--- config.mk ---
export PLATFORM = sky130hd
export DESIGN_NAME = smae_ram
export DESIGN_NICKNAME = d
export VERILOG_FILES = /design/src/rtl/core/smae_ram.sv
export SDC_FILE = /design/constraint.sdc
export NUM_CORES = 2
export LEC_CHECK = 0
export BUFFER_PORTS_ARGS = -buffer_cell sky130_fd_sc_hd__buf_2
export CORE_AREA = 2 2 396 398
export CTS_CLUSTER_DIAMETER = 100
export CTS_CLUSTER_SIZE = 8
export DETAILED_ROUTE_END_ITERATION = 6
export DIE_AREA = 0 0 398 400
export GPL_ROUTABILITY_DRIVEN = 0
export PLACE_DENSITY = 0.63
export SKIP_LAST_GASP = 1
export SLEW_MARGIN = 20
export SYNTH_ARGS = -nofsm -noshare
export SYNTH_HDL_FRONTEND = slang
export SYNTH_SLANG_ARGS = --single-unit
--- constraint.sdc ---
create_clock -name clk -period 11.6 [get_ports clk]
set_input_delay 1.74 -clock clk [delete_from_list [all_inputs] [get_ports clk]]
set_output_delay 1.74 -clock clk [all_outputs]
set_load 0.03 [all_outputs]
--- src/rtl/core/smae_ram.sv ---
`timescale 1ns / 1ps

module smae_ram #(
  parameter int WIDTH = 32,
  parameter int DEPTH = 64
) (
  input  logic                     clk,
  input  logic                     we,
  input  logic [$clog2(DEPTH)-1:0] waddr,
  input  logic [WIDTH-1:0]         wdata,
  input  logic [$clog2(DEPTH)-1:0] raddr,
  output logic [WIDTH-1:0]         rdata
);

  logic [WIDTH-1:0] mem [DEPTH];
  logic [WIDTH-1:0] rdata_r;

  always_ff @(posedge clk) begin
    if (we) begin
      mem[waddr] <= wdata;
    end
    rdata_r <= mem[raddr];
  end

  assign rdata = rdata_r;

endmodule

==> metrics.yaml <==
timing:
  slew_viol_final: 0
  finClkSkew_ns: 0.0294
  worst_hold_slack_ns: 0.734
  period_share_pct: 42.7
  setup_viol: 0
  finalHoldViolations: 0
  setup_repair_after_global_routing_missed_its_margin: "false"
  maxSlewHeadroom_pct: 25.5
  tns_ns: 0
  period_minus_slack_ns: 4.95
  tightestPinTransition_ns: 1.12
  maxClockFrequency_mhz: 202
finish:
  post_route_cells_drive_above_1_share_pct: 29.5
  nets_final: 3681
  design_area_sq_um: 90500
  final-seq-area_sq_um: 62100
  fill_cells: 10800
  layout.cells.non_filler: 5850
  multi_input_area_sq_um: 16000
  area_delta_synth_final_pct: 15.3
global_routing:
  global_route.usage.total_pct: 26.1
  grt.overflow.total: 0
  antenna_found_initial: 13
  first_global_vias: 38400
  grt_pass1_wl_mm: 286
  grt_start_max_net_pins: 77
drt:
  via_count: 37500
  detail-route-antenna-nets: 0
  route.final.wire_length_mm: 205
  route.detailed.wl_per_inst_um: 35.0
  drt_drc_violations_left: 0
  drt_first_pass_iters: 5
  drt_iter0_drc: 4707
  viasPerCell: 6.40
cts:
  cts-buffers-inserted: 309
  cts_resized: 0
  tritoncts: "built"
  tritoncts_num_sinks: 2080
  hold_buffers: 0
  cts.root.buffer_cell: "sky130_fd_sc_hd__clkbuf_16"
  post_cts_buffers: 0
  clkLatencyLatePin_ns: 0.90
  clockBufferDepth: 4
  clock_tree.htree_level_count: 5
  clk_transition_reported_paths_ns: 0.05
worst_setup_path:
  timing.critical_path.slowest_stage_cell: "sky130_fd_sc_hd__buf_4"
  crit_chain: "buf_8, buf_4, buf_4, buf_16, mux4_2, mux4_2, o22ai_1, nor2_1"
  critPathMaxFanout: 67
  worst_ep_required_time_ns: 12.35
  timing.reg2reg.worst_path_depth: 4
  critical_path.reg2reg.endpoint: "rdata[18]$_DFF_P_"
  endpoint_kind: "flip-flop"
  r2r_slack_ns: 9.22
  critPathCapture: "rdata[27]$_DFF_P_"
  timing.setup.critical_path_class: "in2reg"
  slowest_delay_ns: 0.81
  worst_path_arrival_time_ns: 5.70
  start_kind: "input pin"
  regToRegStartpoint: "mem[15][18]$_DFFE_PP_"
  setup.worst_path.start: "raddr[0]"
yosys:
  yosysMostFrequentCell: "sky130_fd_sc_hd__edfxtp_1"
  synth.cell_area_sq_um: 78500
  yosys_register_bits: 2080
  netlist_instances: 3324
  synth_largest_area_cell: "sky130_fd_sc_hd__edfxtp_1"
  synth_top_cells_by_count: "sky130_fd_sc_hd__edfxtp_1 (2048), sky130_fd_sc_hd__mux4_2 (544), sky130_fd_sc_hd__nor2_1 (137), sky130_fd_sc_hd__mux2i_1 (93), sky130_fd_sc_hd__o22ai_1 (84)"
  synth.top_cells.by_area: "sky130_fd_sc_hd__edfxtp_1 (78%), sky130_fd_sc_hd__mux4_2 (16%), sky130_fd_sc_hd__mux2i_1 (1.2%)"
  synth.net_count: 3370
  number_of_flops_mapped_to_enable_cells_by_yosys: 2048
  netlist.area_leader.share_pct: 78.3
  synth.avg_cell_area_sq_um: 23.6
  synth_async_sr_flop_share_pct: 0
  yosys_warnings: 0
  synth-main-ff-cell: "sky130_fd_sc_hd__edfxtp_1"
  synth.yosys.seq_area_share_pct: 79.1
  synth_cell_type_count: 34
floorplan:
  coreArea_sq_um: 155000
  start_util_pct: 50.6
  die_width_um: 398
  die_area_sq_um: 159000
  die_height_um: 400
  row_count: 145
  io-pin-count: 78
power:
  irDropWorstVdd_mv: 0.157
  total_power_per_unit_cell_area_nw_per_um2: 188
  leakage_nw: 28.4
outcome:
  status: "complete, no violations"
flow_run:
  drv.max_cap_violation_count: 0
placed_design:
  hpwlAfterDp_mm: 103
  dp_cells: 5379
  io_buffers: 77
  placement.cell_area_sq_um: 81900
worst_hold_path:
  timing.hold.worst.class: "reg2reg"
## worst min-delay path by stage
stage	to	cells past startpoint	startpoint
finish	rdata[20]$_DFF_P_	4	mem[12][20]$_DFFE_PP_
floorplan	rdata[17]$_DFF_P_	4	mem[12][17]$_DFFE_PP_
global placement	rdata[20]$_DFF_P_	4	mem[12][20]$_DFFE_PP_
global route	rdata[20]$_DFF_P_	4	mem[12][20]$_DFFE_PP_
detailed placement	rdata[17]$_DFF_P_	4	mem[12][17]$_DFFE_PP_
CTS	rdata[20]$_DFF_P_	4	mem[12][20]$_DFFE_PP_
## per-stage QoR
step / util, % / setup slack (ns) / power, mW
2_1_floorplan: - / 6.70 / 8.93
6_report: 58.4 / 6.65 / 17.0
3_3_place_gp: 52.8 / 5.46 / 9.25
4_1_cts: 58.3 / 6.35 / 17.2
3_5_place_dp: 52.8 / 5.40 / 9.28
5_1_grt: 58.4 / 6.36 / 17.5
## cells in the final DEF, fill, tap and decap left out, types with 5 or more instances in the layout
cell and instances:
sky130_fd_sc_hd__edfxtp_1 2048, sky130_fd_sc_hd__mux4_2 544, sky130_fd_sc_hd__clkbuf_16 316, sky130_fd_sc_hd__clkbuf_1 144
sky130_fd_sc_hd__buf_4 127, sky130_fd_sc_hd__mux2i_1 93, sky130_fd_sc_hd__o22ai_1 84, sky130_fd_sc_hd__nor2_1 74
sky130_fd_sc_hd__a21oi_1 62, sky130_fd_sc_hd__nor2_4 62, sky130_fd_sc_hd__buf_2 47, sky130_fd_sc_hd__dfxtp_1 32
sky130_fd_sc_hd__o221ai_1 27, sky130_fd_sc_hd__nand2_1 25, sky130_fd_sc_hd__nor2b_1 14, sky130_fd_sc_hd__a22oi_1 12
sky130_fd_sc_hd__a311oi_1 8, sky130_fd_sc_hd__nand2b_1 7, sky130_fd_sc_hd__nand3b_1 5, sky130_fd_sc_hd__nor3_1 5
sky130_fd_sc_hd__nand3_1 5
## critical path, delay by kind of cell
| family | cells | cell delay, ns |
|---|---|---|
| AOI/OAI and AO/OA | 1 | 0.52 |
| buffers and inverters | 4 | 2.17 |
| muxes | 2 | 1.03 |
| and+or+nand+nor | 1 | 0.14 |
## cell type report
type	instances	area share, %
flip-flops and latches	2080	68.6
multi-input cells	1062	17.6
clock buffers	460	9.33
well taps	2058	2.84
repair buffers	182	1.48
clock inverters	4	0.0470
diodes	4	0.0111
## per-layer routing
| metal | up-vias | track usage, % | share of wire (%) |
|---|---|---|---|
| met3 | 365 | 6.53 | 10 |
| met1 | 20200 | 35.1 | 38 |
| li1 | 14900 | - | - |
| met4 | 10 | 9.42 | 3.3 |
| met5 | - | 0 | 0.032 |
| met2 | 1995 | 41.8 | 49 |
## cells by family after synthesis
kind of cell | share of synthesized area, %
DFF | 79.1
AOI/OAI and AO/OA | 1.67
and+or+nand+nor | 1.27
muxes | 16.8
buffers and inverters | 1.13
## sequential cells by signal, indices dropped and copies added (netlist names)
register and cells:
mem 2048, rdata 32
## where the power goes
| group | leakage, nW | total, mW | internal (mW) | switching, mW |
|---|---|---|---|---|
| combinational | 5.58 | 0.754 | 0.271 | 0.483 |
| clock | 4.08 | 7.90 | 4.93 | 2.97 |
| sequential | 18.7 | 8.38 | 8.34 | 0.0358 |
| total | 28.4 | 17.0 | 13.5 | 3.48 |
Power figures use the tool's default switching activity.
