`src/rtl/core/smae_pkg.sv`:
```
`timescale 1ns / 1ps

package smae_pkg;

  localparam int MAX_DIM   = 8;
  localparam int CELLS     = MAX_DIM * MAX_DIM;
  localparam int ADDR_W    = $clog2(CELLS);
  localparam int DATA_W    = 32;
  localparam int IDX_W     = 3;
  localparam int DIM_W     = 4;
  localparam int OP_W      = 3;
  localparam int CFG_IDX_W = 3;

  // operation codes
  localparam logic [OP_W-1:0] OP_LOAD_A    = 3'd0;
  localparam logic [OP_W-1:0] OP_LOAD_B    = 3'd1;
  localparam logic [OP_W-1:0] OP_ADD       = 3'd2;
  localparam logic [OP_W-1:0] OP_SUB       = 3'd3;
  localparam logic [OP_W-1:0] OP_MUL       = 3'd4;
  localparam logic [OP_W-1:0] OP_TRANSPOSE = 3'd5;

  // configuration register indexes
  localparam logic [CFG_IDX_W-1:0] REG_ROWS_A = 3'd0;
  localparam logic [CFG_IDX_W-1:0] REG_COLS_A = 3'd1;
  localparam logic [CFG_IDX_W-1:0] REG_ROWS_B = 3'd2;
  localparam logic [CFG_IDX_W-1:0] REG_COLS_B = 3'd3;

  typedef logic [DIM_W-1:0] dim_t;

  typedef struct packed {
    dim_t rows_a;
    dim_t cols_a;
    dim_t rows_b;
    dim_t cols_b;
  } dims_t;

  typedef enum logic [1:0] {
    ALU_ADD,
    ALU_SUB,
    ALU_MAC,
    ALU_PASS
  } alu_op_t;

  typedef struct packed {
    logic    en;
    logic    first;
    alu_op_t op;
  } alu_ctl_t;

  typedef enum logic [2:0] {
    ST_IDLE,
    ST_MISM,
    ST_READ,
    ST_EXEC,
    ST_EMIT
  } state_t;

  // zero reads as one, anything above the store size as the store size
  function automatic dim_t clamp_dim(dim_t v);
    if (v == '0) return DIM_W'(1);
    if (v > DIM_W'(MAX_DIM)) return DIM_W'(MAX_DIM);
    return v;
  endfunction

  function automatic logic [ADDR_W-1:0] cell_addr(logic [IDX_W-1:0] r,
                                                  logic [IDX_W-1:0] c);
    return ADDR_W'(int'(r) * MAX_DIM + int'(c));
  endfunction

endpackage

```
`src/rtl/core/smae_alu.sv`:
```
`timescale 1ns / 1ps

module smae_alu (
  input  logic                          clk,
  input  smae_pkg::alu_ctl_t            ctl,
  input  logic [smae_pkg::DATA_W-1:0]   a,
  input  logic [smae_pkg::DATA_W-1:0]   b,
  output logic [smae_pkg::DATA_W-1:0]   acc
);

  logic [smae_pkg::DATA_W-1:0]   acc_r;
  logic [smae_pkg::DATA_W-1:0]   acc_nxt;
  logic [smae_pkg::DATA_W-1:0]   base;
  logic [2*smae_pkg::DATA_W-1:0] prod;

  always_comb begin
    base = ctl.first ? '0 : acc_r;
    prod = a * b;
    case (ctl.op)
      smae_pkg::ALU_ADD:  acc_nxt = a + b;
      smae_pkg::ALU_SUB:  acc_nxt = a - b;
      smae_pkg::ALU_MAC:  acc_nxt = base + prod[smae_pkg::DATA_W-1:0];
      smae_pkg::ALU_PASS: acc_nxt = a;
      default:            acc_nxt = acc_r;
    endcase
  end

  always_ff @(posedge clk) begin
    if (ctl.en) begin
      acc_r <= acc_nxt;
    end
  end

  assign acc = acc_r;

endmodule

```
`config.mk`:
```
export PLATFORM = sky130hd
export DESIGN_NAME = smae_alu
export DESIGN_NICKNAME = d
export VERILOG_FILES = /design/src/rtl/core/smae_pkg.sv /design/src/rtl/core/smae_alu.sv
export SDC_FILE = /design/constraint.sdc
export NUM_CORES = 1
export LEC_CHECK = 0
export ABC_AREA = 1
export BUFFER_PORTS_ARGS = -buffer_cell sky130_fd_sc_hd__buf_2
export CORE_ASPECT_RATIO = 2
export CORE_MARGIN = 8
export CORE_UTILIZATION = 60
export CTS_BUF_LIST = sky130_fd_sc_hd__clkbuf_8
export DETAILED_ROUTE_END_ITERATION = 8
export PLACE_DENSITY_LB_ADDON = 0.3
export SETUP_SLACK_MARGIN = 0.2
export SYNTH_ARGS = -nofsm -noshare
export SYNTH_HDL_FRONTEND = slang
export SYNTH_SLANG_ARGS = --single-unit
```
`constraint.sdc`:
```
create_clock -name clk -period 6.6 [get_ports clk]
set_input_delay 0.33 -clock clk [delete_from_list [all_inputs] [get_ports clk]]
set_output_delay 0.33 -clock clk [all_outputs]
set_load 0.03 [all_outputs]
```
==> impl_metrics.tcl <==
set metrics [dict create \
    worst_path_most_repeated_cell "fa_1" \
    final_core_util 0.708 \
    core_region_area_um2 36900 \
    synth_commonest_cells "inv_1 (972), nand2_1 (850), fa_1 (439)" \
    seq_area_frac_synth 0.0431 \
    worst-r2r-setup-slack_ns -0.02 \
    rr_worst_depth 27 \
    cp_data_required_time_ns 6.66 \
    clkLatencyLatePin_ns 0.30 \
    hold_viol 0 \
    htreeDepth 2 \
    fmax_ghz 0.151 \
    tightestPinTransition_ns 1.11 \
    largest_register_ffs 32 \
    synth.distinct_cells 55 \
    violations "setup timing" \
    setup_ws_ns -0.0240 \
    synthTopCellsByArea "fa_1 (39%), inv_1 (16%), nand2_1 (14%)" \
    max-cap-violations 0 \
    post-dp-hpwl_um 66900 \
    drt-vias-per-instance 5.40 \
    fin_skew_ns 0.00649 \
    clock_sinks 32 \
    startpoint_type "flip-flop" \
    synth-edff-count 32 \
    num_rows 100 \
    hold_depth 3 \
    gp_congestion 1.02 \
    arrival_ns 6.68 \
    r2r-start "acc[21]$_DFFE_PP_" \
    critPathMaxFanout 3 \
    dieHeight_um 289 \
    dieArea_um2 44000 \
    maxSlewHeadroom 0.260 \
    io_buffers 100 \
    setup_viol 3 \
    yosys_most_used_dff "edfxtp_1" \
    drt-initial-drc-count 1335 \
    drt-pass1-iter-count 6 \
    drc_errors 0 \
    slowest_delay_ns 0.54 \
    antenna_found_initial 7 \
    critPathCaptureType "flip-flop" \
    cts_tree "built" \
    synth_area_per_cell_um2 7.14 \
    drive_gt1_frac 0.167 \
    yosys.area.top_type "fa_1" \
    grt_max_degree 33 \
    start_util 0.604 \
    totalWireLength_um 78000 \
    synthCells 3126 \
    maxSlewViolCount 0 \
    hold_start "a[30]" \
    grtUsageTotal 0.359 \
    clock-root-buffer "clkbuf_8" \
    synth_top_area_frac 0.394 \
    syn-num-nets 3791 \
    layout.nets 4069 \
    r2r_end "acc[31]$_DFFE_PP_" \
    overflow 0 \
    synth.most_common_cell "inv_1" \
    cts.clk_slew.worst_paths_ns 0.08 \
    critical_path_class "flip-flop to flip-flop" \
    fin_crit_sh 1.00 \
    grt_pass1_wl_um 120000 \
    outcome "finished, violations left" \
    vias 20900 \
    ys_warn_count 0 \
    io-pin-count 101 \
    async_reset_ff_frac 0 \
    nFillCells 3046 \
    period_minus_slack_ns 6.62 \
    whs_endpoint "acc[30]$_DFFE_PP_" \
    max-clock-path-buffers 2 \
    crit_start "acc[21]$_DFFE_PP_" \
    rsz0062_at_grt "yes" \
    drt-wirelength-per-cell_um 20.2 \
    ant_nets 0 \
    die_w_um 152 \
    grt_pass1_vias 22100 \
    area_growth_pct 17.2 \
    hp-class "input port to flip-flop" \
    crit_slowest_cell "fa_1" \
    ys_ff_latch 32 \
    syn-cell-area_um2 22300 \
    numCtsBuffers 5 \
]
[routing by layer]
layer  routed length (um)  GRT usage  share of wire  vias to the layer above
met2                39100      0.637           0.50                      985
met5                   70          0        0.00090                        -
met4                 5610      0.221          0.072                       10
li1                     -          -              -                     9465
met1                27200      0.397           0.35                    10100
met3                 6040     0.0592          0.077                      304
[worst max-delay path: cells and delay by family, from the launching register on]
kind	cells	cell delay [ns]
simple gates	6	0.52
buf+inv	8	0.50
flops	1	0.40
compound gates	4	0.70
fa+ha+maj	9	4.26
[worst max path at each step]
stage                        end  cells after the start
3_3_place_gp   acc[29]$_DFFE_PP_                     25
3_5_place_dp   acc[29]$_DFFE_PP_                     25
4_1_cts        acc[27]$_DFFE_PP_                     26
6_report       acc[31]$_DFFE_PP_                     27
2_1_floorplan  acc[31]$_DFFE_PP_                     30
5_1_grt        acc[31]$_DFFE_PP_                     26
[cell families (layout without fill, tap and decap cells)]
logic type,after synthesis,count (layout),share of synthesized area
buf+inv,1109,1388,0.190
simple gates,1103,1103,0.202
fa+ha+maj,596,596,0.482
compound gates,226,226,0.0592
xor+xnor,60,60,0.0236
flops,32,32,0.0431
other cells,0,2,0
[stage by stage]
stage | std cells | instance area (um^2) | hold slack, ns | TNS (ns) | worst slack [ns]
after detailed placement | 3819 | 25100 | 0.747 | -5.78 | -0.726
final | 3866 | 26200 | 0.450 | -0.0580 | -0.0240
after global routing | 3864 | 26100 | 0.480 | -1.31 | -0.238
after global placement | 3819 | 25100 | 0.748 | -4.97 | -0.705
after CTS | 3844 | 25700 | 0.429 | -0.106 | -0.0578
after floorplan | 3126 | 22600 | 0.442 | 0 | 0.197
[area by class of cell]
cell class / instances / area (um^2) / share of cell area
multi-input combinational: 1985 / 17700 / 0.676
inverter: 979 / 3680 / 0.141
timing repair buffer: 401 / 3140 / 0.120
sequential: 32 / 961 / 0.0367
tap: 459 / 574 / 0.0220
clock buffer: 5 / 68.8 / 0.00263
clock inverter: 3 / 38.8 / 0.00148
antenna: 2 / 5.00 / 0.000191
[placed cells by master (no fill, tap or decap), types with 39 or more instances in the layout]
master   count
xor2_1      39
a21oi_1     76
inv_1      950
fa_1       434
nand3_1     83
ha_1       138
buf_4      288
o21ai_0     50
nor2_1      81
buf_2       73
nand2_1    834
[timing repair]
action	CTS	global route
buffers inserted	17	20
endpoints found under the setup margin	14	20
gates resized for setup	95	93
hold buffers	0	0
pin swaps	62	84
Power is not shown: default switching activity piles up to over one toggle a cycle in this logic, so the estimate is an artifact.
