==> config.mk <==
export PLATFORM = sky130hd
export DESIGN_NAME = smae_seq
export DESIGN_NICKNAME = d
export VERILOG_FILES = /design/src/rtl/core/smae_pkg.sv /design/src/rtl/core/smae_seq.sv
export SDC_FILE = /design/constraint.sdc
export NUM_CORES = 1
export LEC_CHECK = 0
export ABC_AREA = 1
export BUFFER_PORTS_ARGS = -buffer_cell sky130_fd_sc_hd__buf_2
export CAP_MARGIN = 10
export CORE_ASPECT_RATIO = 0.8
export CORE_MARGIN = 5
export CORE_UTILIZATION = 35
export CTS_CLUSTER_DIAMETER = 30
export DETAILED_ROUTE_END_ITERATION = 8
export PLACE_DENSITY_LB_ADDON = 0.2
export RECOVER_POWER = 50
export SYNTH_ARGS = -nofsm -noshare
export SYNTH_HDL_FRONTEND = slang
export SYNTH_SLANG_ARGS = --single-unit
==> constraint.sdc <==
create_clock -name clk -period 3.9 [get_ports clk]
set_clock_uncertainty 0.15 [all_clocks]
set_input_delay 0.39 -clock clk [delete_from_list [all_inputs] [get_ports clk]]
set_output_delay 0.39 -clock clk [all_outputs]
set_load 0.01 [all_outputs]
==> src/rtl/core/smae_pkg.sv <==
`timescale 1ns / 1ps

package smae_pkg;

  localparam int MAX_DIM   = 8;
  localparam int CELLS     = MAX_DIM * MAX_DIM;
  localparam int ADDR_W    = $clog2(CELLS);
  localparam int DATA_W    = 32;
  localparam int IDX_W     = 3;
  localparam int DIM_W     = 4;
  localparam int OP_W      = 3;
  localparam int CFG_IDX_W = 3;

  // operation codes
  localparam logic [OP_W-1:0] OP_LOAD_A    = 3'd0;
  localparam logic [OP_W-1:0] OP_LOAD_B    = 3'd1;
  localparam logic [OP_W-1:0] OP_ADD       = 3'd2;
  localparam logic [OP_W-1:0] OP_SUB       = 3'd3;
  localparam logic [OP_W-1:0] OP_MUL       = 3'd4;
  localparam logic [OP_W-1:0] OP_TRANSPOSE = 3'd5;

  // configuration register indexes
  localparam logic [CFG_IDX_W-1:0] REG_ROWS_A = 3'd0;
  localparam logic [CFG_IDX_W-1:0] REG_COLS_A = 3'd1;
  localparam logic [CFG_IDX_W-1:0] REG_ROWS_B = 3'd2;
  localparam logic [CFG_IDX_W-1:0] REG_COLS_B = 3'd3;

  typedef logic [DIM_W-1:0] dim_t;

  typedef struct packed {
    dim_t rows_a;
    dim_t cols_a;
    dim_t rows_b;
    dim_t cols_b;
  } dims_t;

  typedef enum logic [1:0] {
    ALU_ADD,
    ALU_SUB,
    ALU_MAC,
    ALU_PASS
  } alu_op_t;

  typedef struct packed {
    logic    en;
    logic    first;
    alu_op_t op;
  } alu_ctl_t;

  typedef enum logic [2:0] {
    ST_IDLE,
    ST_MISM,
    ST_READ,
    ST_EXEC,
    ST_EMIT
  } state_t;

  // zero reads as one, anything above the store size as the store size
  function automatic dim_t clamp_dim(dim_t v);
    if (v == '0) return DIM_W'(1);
    if (v > DIM_W'(MAX_DIM)) return DIM_W'(MAX_DIM);
    return v;
  endfunction

  function automatic logic [ADDR_W-1:0] cell_addr(logic [IDX_W-1:0] r,
                                                  logic [IDX_W-1:0] c);
    return ADDR_W'(int'(r) * MAX_DIM + int'(c));
  endfunction

endpackage

==> src/rtl/core/smae_seq.sv <==
`timescale 1ns / 1ps

module smae_seq (
  input  logic                              clk,
  input  logic                              rst_n,
  input  logic                              in_valid,
  output logic                              in_ready,
  input  logic [smae_pkg::OP_W-1:0]         in_operation,
  input  smae_pkg::dims_t                   dims,
  output logic                              out_valid,
  input  logic                              out_ready,
  output logic                              out_status,
  output logic [smae_pkg::IDX_W-1:0]        out_row,
  output logic [smae_pkg::IDX_W-1:0]        out_col,
  output logic [smae_pkg::DATA_W-1:0]       out_value,
  output logic                              out_last,
  output smae_pkg::alu_ctl_t                alu_ctl,
  input  logic [smae_pkg::DATA_W-1:0]       acc,
  output logic [smae_pkg::ADDR_W-1:0]       addr_a,
  output logic [smae_pkg::ADDR_W-1:0]       addr_b
);

  smae_pkg::state_t state_r, state_nxt;
  logic [smae_pkg::OP_W-1:0]  op_r, op_nxt;
  smae_pkg::dim_t             nr_r, nr_nxt, nc_r, nc_nxt, nk_r, nk_nxt;
  logic [smae_pkg::IDX_W-1:0] i_r, i_nxt, j_r, j_nxt, k_r, k_nxt;

  logic                        out_valid_r, out_valid_nxt;
  logic                        out_status_r, out_status_nxt;
  logic [smae_pkg::IDX_W-1:0]  out_row_r, out_row_nxt, out_col_r, out_col_nxt;
  logic [smae_pkg::DATA_W-1:0] out_value_r, out_value_nxt;
  logic                        out_last_r, out_last_nxt;

  smae_pkg::dim_t ra, ca, rb, cb;
  logic           out_free, last_i, last_j, last_k;

  always_comb begin
    ra = smae_pkg::clamp_dim(dims.rows_a);
    ca = smae_pkg::clamp_dim(dims.cols_a);
    rb = smae_pkg::clamp_dim(dims.rows_b);
    cb = smae_pkg::clamp_dim(dims.cols_b);

    out_free = !out_valid_r || out_ready;
    last_i   = ({1'b0, i_r} + smae_pkg::DIM_W'(1)) == nr_r;
    last_j   = ({1'b0, j_r} + smae_pkg::DIM_W'(1)) == nc_r;
    last_k   = ({1'b0, k_r} + smae_pkg::DIM_W'(1)) == nk_r;

    state_nxt      = state_r;
    op_nxt         = op_r;
    nr_nxt         = nr_r;
    nc_nxt         = nc_r;
    nk_nxt         = nk_r;
    i_nxt          = i_r;
    j_nxt          = j_r;
    k_nxt          = k_r;
    out_valid_nxt  = out_valid_r && !out_ready;
    out_status_nxt = out_status_r;
    out_row_nxt    = out_row_r;
    out_col_nxt    = out_col_r;
    out_value_nxt  = out_value_r;
    out_last_nxt   = out_last_r;
    alu_ctl.en     = 1'b0;
    alu_ctl.first  = (k_r == '0);
    in_ready       = (state_r == smae_pkg::ST_IDLE);

    case (op_r)
      smae_pkg::OP_ADD: alu_ctl.op = smae_pkg::ALU_ADD;
      smae_pkg::OP_SUB: alu_ctl.op = smae_pkg::ALU_SUB;
      smae_pkg::OP_MUL: alu_ctl.op = smae_pkg::ALU_MAC;
      default:          alu_ctl.op = smae_pkg::ALU_PASS;
    endcase

    case (op_r)
      smae_pkg::OP_MUL: begin
        addr_a = smae_pkg::cell_addr(i_r, k_r);
        addr_b = smae_pkg::cell_addr(k_r, j_r);
      end
      smae_pkg::OP_TRANSPOSE: begin
        addr_a = smae_pkg::cell_addr(j_r, i_r);
        addr_b = smae_pkg::cell_addr(i_r, j_r);
      end
      default: begin
        addr_a = smae_pkg::cell_addr(i_r, j_r);
        addr_b = smae_pkg::cell_addr(i_r, j_r);
      end
    endcase

    unique case (state_r)
      smae_pkg::ST_IDLE: begin
        if (in_valid) begin
          op_nxt = in_operation;
          i_nxt  = '0;
          j_nxt  = '0;
          k_nxt  = '0;
          unique case (in_operation) inside
            smae_pkg::OP_ADD, smae_pkg::OP_SUB: begin
              nr_nxt    = ra;
              nc_nxt    = ca;
              nk_nxt    = smae_pkg::DIM_W'(1);
              state_nxt = (ra != rb || ca != cb) ? smae_pkg::ST_MISM
                                                  : smae_pkg::ST_READ;
            end
            smae_pkg::OP_MUL: begin
              nr_nxt    = ra;
              nc_nxt    = cb;
              nk_nxt    = ca;
              state_nxt = (ca != rb) ? smae_pkg::ST_MISM : smae_pkg::ST_READ;
            end
            smae_pkg::OP_TRANSPOSE: begin
              nr_nxt    = ca;
              nc_nxt    = ra;
              nk_nxt    = smae_pkg::DIM_W'(1);
              state_nxt = smae_pkg::ST_READ;
            end
            default: ;  // loads and unused codes stay idle
          endcase
        end
      end
      smae_pkg::ST_MISM: begin
        if (out_free) begin
          out_valid_nxt  = 1'b1;
          out_status_nxt = 1'b1;
          out_row_nxt    = '0;
          out_col_nxt    = '0;
          out_value_nxt  = '0;
          out_last_nxt   = 1'b1;
          state_nxt      = smae_pkg::ST_IDLE;
        end
      end
      smae_pkg::ST_READ: begin
        state_nxt = smae_pkg::ST_EXEC;
      end
      smae_pkg::ST_EXEC: begin
        alu_ctl.en = 1'b1;
        if (last_k) begin
          k_nxt     = '0;
          state_nxt = smae_pkg::ST_EMIT;
        end else begin
          k_nxt     = k_r + smae_pkg::IDX_W'(1);
          state_nxt = smae_pkg::ST_READ;
        end
      end
      smae_pkg::ST_EMIT: begin
        if (out_free) begin
          out_valid_nxt  = 1'b1;
          out_status_nxt = 1'b0;
          out_row_nxt    = i_r;
          out_col_nxt    = j_r;
          out_value_nxt  = acc;
          out_last_nxt   = last_i && last_j;
          state_nxt      = smae_pkg::ST_READ;
          if (last_j) begin
            j_nxt = '0;
            if (last_i) begin
              state_nxt = smae_pkg::ST_IDLE;
            end else begin
              i_nxt = i_r + smae_pkg::IDX_W'(1);
            end
          end else begin
            j_nxt = j_r + smae_pkg::IDX_W'(1);
          end
        end
      end
      default: state_nxt = smae_pkg::ST_IDLE;
    endcase
  end

  always_ff @(posedge clk) begin
    if (!rst_n) begin
      state_r     <= smae_pkg::ST_IDLE;
      out_valid_r <= 1'b0;
    end else begin
      state_r     <= state_nxt;
      out_valid_r <= out_valid_nxt;
    end
  end

  always_ff @(posedge clk) begin
    op_r         <= op_nxt;
    nr_r         <= nr_nxt;
    nc_r         <= nc_nxt;
    nk_r         <= nk_nxt;
    i_r          <= i_nxt;
    j_r          <= j_nxt;
    k_r          <= k_nxt;
    out_status_r <= out_status_nxt;
    out_row_r    <= out_row_nxt;
    out_col_r    <= out_col_nxt;
    out_value_r  <= out_value_nxt;
    out_last_r   <= out_last_nxt;
  end

  assign out_valid  = out_valid_r;
  assign out_status = out_status_r;
  assign out_row    = out_row_r;
  assign out_col    = out_col_r;
  assign out_value  = out_value_r;
  assign out_last   = out_last_r;

endmodule

==> summary.md <==
| Metric | Value |
|---|---|
| CTS Buffer Depth | `2` |
| Port Buffers | `~110` |
| Failing checks | `max-capacitance violations, max-slew violations` |
| WL final | `8270 um` |
| Via/cell ratio | `4.33` |
| Setup TNS | `0 ns` |
| Hpwl dp | `6410 um` |
| RSZ-0062 raised after global routing | `no` |
| Die height | `between 90 and 100 um` |
| Critical path arrival | `2.70 ns` |
| Hold Path Class | `in2reg` |
| Antenna Nets Post-Route | `0` |
| DP Worst Slack | `1.68 ns` |
| Comb pwr share | `0.131` |
| CP Cell Sequence | `nor2_1 -> inv_1 -> nor2_1 -> clkinv_1 -> clkbuf_1 -> o211a_1` |
| Remaining Overflow, GRT | `0` |
| Critical path class | `reg2reg` |
| Row count | `32` |
| Switching portion of total power | `0.247` |
| Post-synthesis sequential area ratio | `0.580` |
| Largest net degree at the start of global routing | `between 40 and 50` |
| Synth top area share | `0.556` |
| Critical Path RT | `3.77 ns` |
| Clk root buf | `clkbuf_16` |
| Total Power | `1.89 mW` |
| Diode count | `0` |
| Drt first pass iters | `4` |
| Cell internal pwr | `between 1 and 1.5 mW` |
| Area Overhead vs Synth | `26.7%` |
| Worst slew pin tran | `1.86 ns` |
| Syn_area_per_cell | `8.90 um^2` |
| CP Max Fanout | `43` |
| Final WS setup | `1.07 ns` |
| Power per cell area | `432 mW/mm^2` |
| Setup Buffers After CTS | `0` |
| Die width | `121 um` |
| Critical path's top delay family | `buffers and inverters` |
| Synth Instances | `388` |
| Seq pwr share | `0.463` |
| 1st-iter DRT viols | `163` |
| Commonest cells after routing, fill and taps aside | `inv_1, nor2_1, nand2_1` |
| Starting Density | `0.358` |
| CTS tree | `built` |
| Critical path buffers and inverters | `3` |
| Mapped Nets | `447` |
| Drt drc | `0` |
| Core area | `0.00965 mm^2` |
| Total CTS buffers | `9` |
| CTS Sinks | `68` |
| Reg clk slew, reported paths | `approximately 0.05 ns` |
| Main area contributors after synthesis | `edfxtp_1, inv_1, nor2_1` |
| Maximum VDD drop | `0.250 mV` |
| Unique cell type count in the Yosys netlist | `29` |
| Synth area leader | `edfxtp_1` |
| Setup crit end kind | `flip-flop` |
| Rel. slew slack | `-0.238` |
| Status | `complete, but fails checks` |
| Post-CTS Hold Fix Bufs | `0` |
| Total of max-cap violations | `1` |
| I/O pin count | `113` |
| Lkg Pwr | `2.02 nW` |
| Die ar. | `0.0120 mm^2` |
| Share of cells above drive strength 1 | `0.168` |
| Post-CTS resize count | `0` |
| Clk pwr share | `0.406` |
| Crit path largest cell delay | `1.33 ns` |
| Vias | `2,805` |
| Final GP Congestion | `0.815` |
| Gr usage total | `0.134` |
| Final hold vios | `0` |
| Worst path most repeated cell | `nor2_1` |
| Critical Path Source Type | `flip-flop` |
| Psw | `467 uW` |
| Fmax | `354 MHz` |
| CTS HTree Levels | `3` |
| Final Cycle Share | `0.724` |
| Critical Path Slowest Stage Cell | `clkbuf_1` |
| Post-Synthesis Cell Area | `0.00345 mm^2` |
| Tmin final | `between 2 and 3 ns` |
| Routed len/inst | `12.8 um` |
| Initial antenna violation count | `0` |
| Worst skew pair latency | `0.32 ns` |
| Vias in the first global route | `2,715` |
| Nets | `~570` |
| Synth Warn # | `0` |
| Pins Over Slew Limit | `44` |
| Final setup viols | `0` |
| First-pass GRT wire length | `12,800 um` |
| FF+latch count, synth | `68` |
## metal layers
metal / share of wire / GRT usage / wire length (um) / vias to the layer above
met2: 0.43 / 0.210 / 3560 / 93
met4: 0.014 / 0.0505 / 114 / 0
met5: 0 / 0 / 0 / -
li1: - / - / - / 1470
met3: 0.076 / 0.0316 / 632 / 11
met1: 0.48 / 0.180 / 3960 / 1231
## cells in the mapped netlist
cell	count
nor2_2	4
or2_1	1
o221ai_1	3
dfxtp_1	4
nand2_1	74
clkinv_1	1
xnor2_1	7
o31ai_1	2
or2_2	1
o211a_1	1
o21a_1	1
xor2_1	7
nand2_2	3
inv_2	3
and3_1	1
nor2_1	77
ha_1	4
inv_1	81
a21oi_1	7
nor3_1	2
nand4_1	4
o21bai_1	1
clkbuf_1	4
o211ai_1	5
o21ai_0	11
o21ai_1	2
edfxtp_1	64
nand3_1	11
nor2_4	2
## power by group through the flow
stage               Clock [mW]  Sequential, mW  Combinational, mW
global route             0.815           0.882              0.278
floorplan                    0           0.903              0.136
CTS                      0.779           0.877              0.262
detailed placement           0           0.892              0.261
global placement             0           0.891              0.257
finish                   0.769           0.877              0.247
## layout make-up
class                   count  area (um^2)
clock buffers               9          225
clock inverters             6         56.3
fillers                   986         5270
inverters                  85          319
multi-input cells         231         1100
flip-flops and latches     68         2000
well taps                 136          170
repair buffers            113          504
## worst paths after layout
kind	from	end	slack, ns	cells after the start
setup / recovery	state_r[1]	i_r[0]	1.07	6
hold / removal	in_operation[1]	op_r[1]	0.13	1
setup reg to reg	state_r[1]	i_r[0]	1.07	6
hold reg to reg	state_r[1]	state_r[0]	0.51	3
## kinds of logic after synthesis
kind of cell / count (synthesis) / share of synthesized area
XOR/XNOR: 14 / 0.0355
buffers and inverters: 89 / 0.0967
adder cells (fa/ha/maj): 4 / 0.0145
flip-flops: 68 / 0.580
AO/OA/AOI/OAI: 33 / 0.0590
AND/OR/NAND/NOR: 180 / 0.215
## per-stage QoR
stage               hold WS (ns)  utilization  cell area, um^2  std cells
finish                     0.129        0.454             4380        648
global route               0.162        0.454             4380        648
CTS                        0.108        0.463             4470        648
detailed placement         0.440        0.434             4190        633
global placement           0.438        0.434             4190        633
floorplan                  0.339            -             3450        388
## registers in the layout (all words and copies together), names as in the netlist, 4 cells and up
| name | count |
|---|---|
| nk_r | 4 |
| nc_r | 4 |
| nr_r | 4 |
| out_value | 32 |
Note: power is estimated with default switching activity, not from simulation.
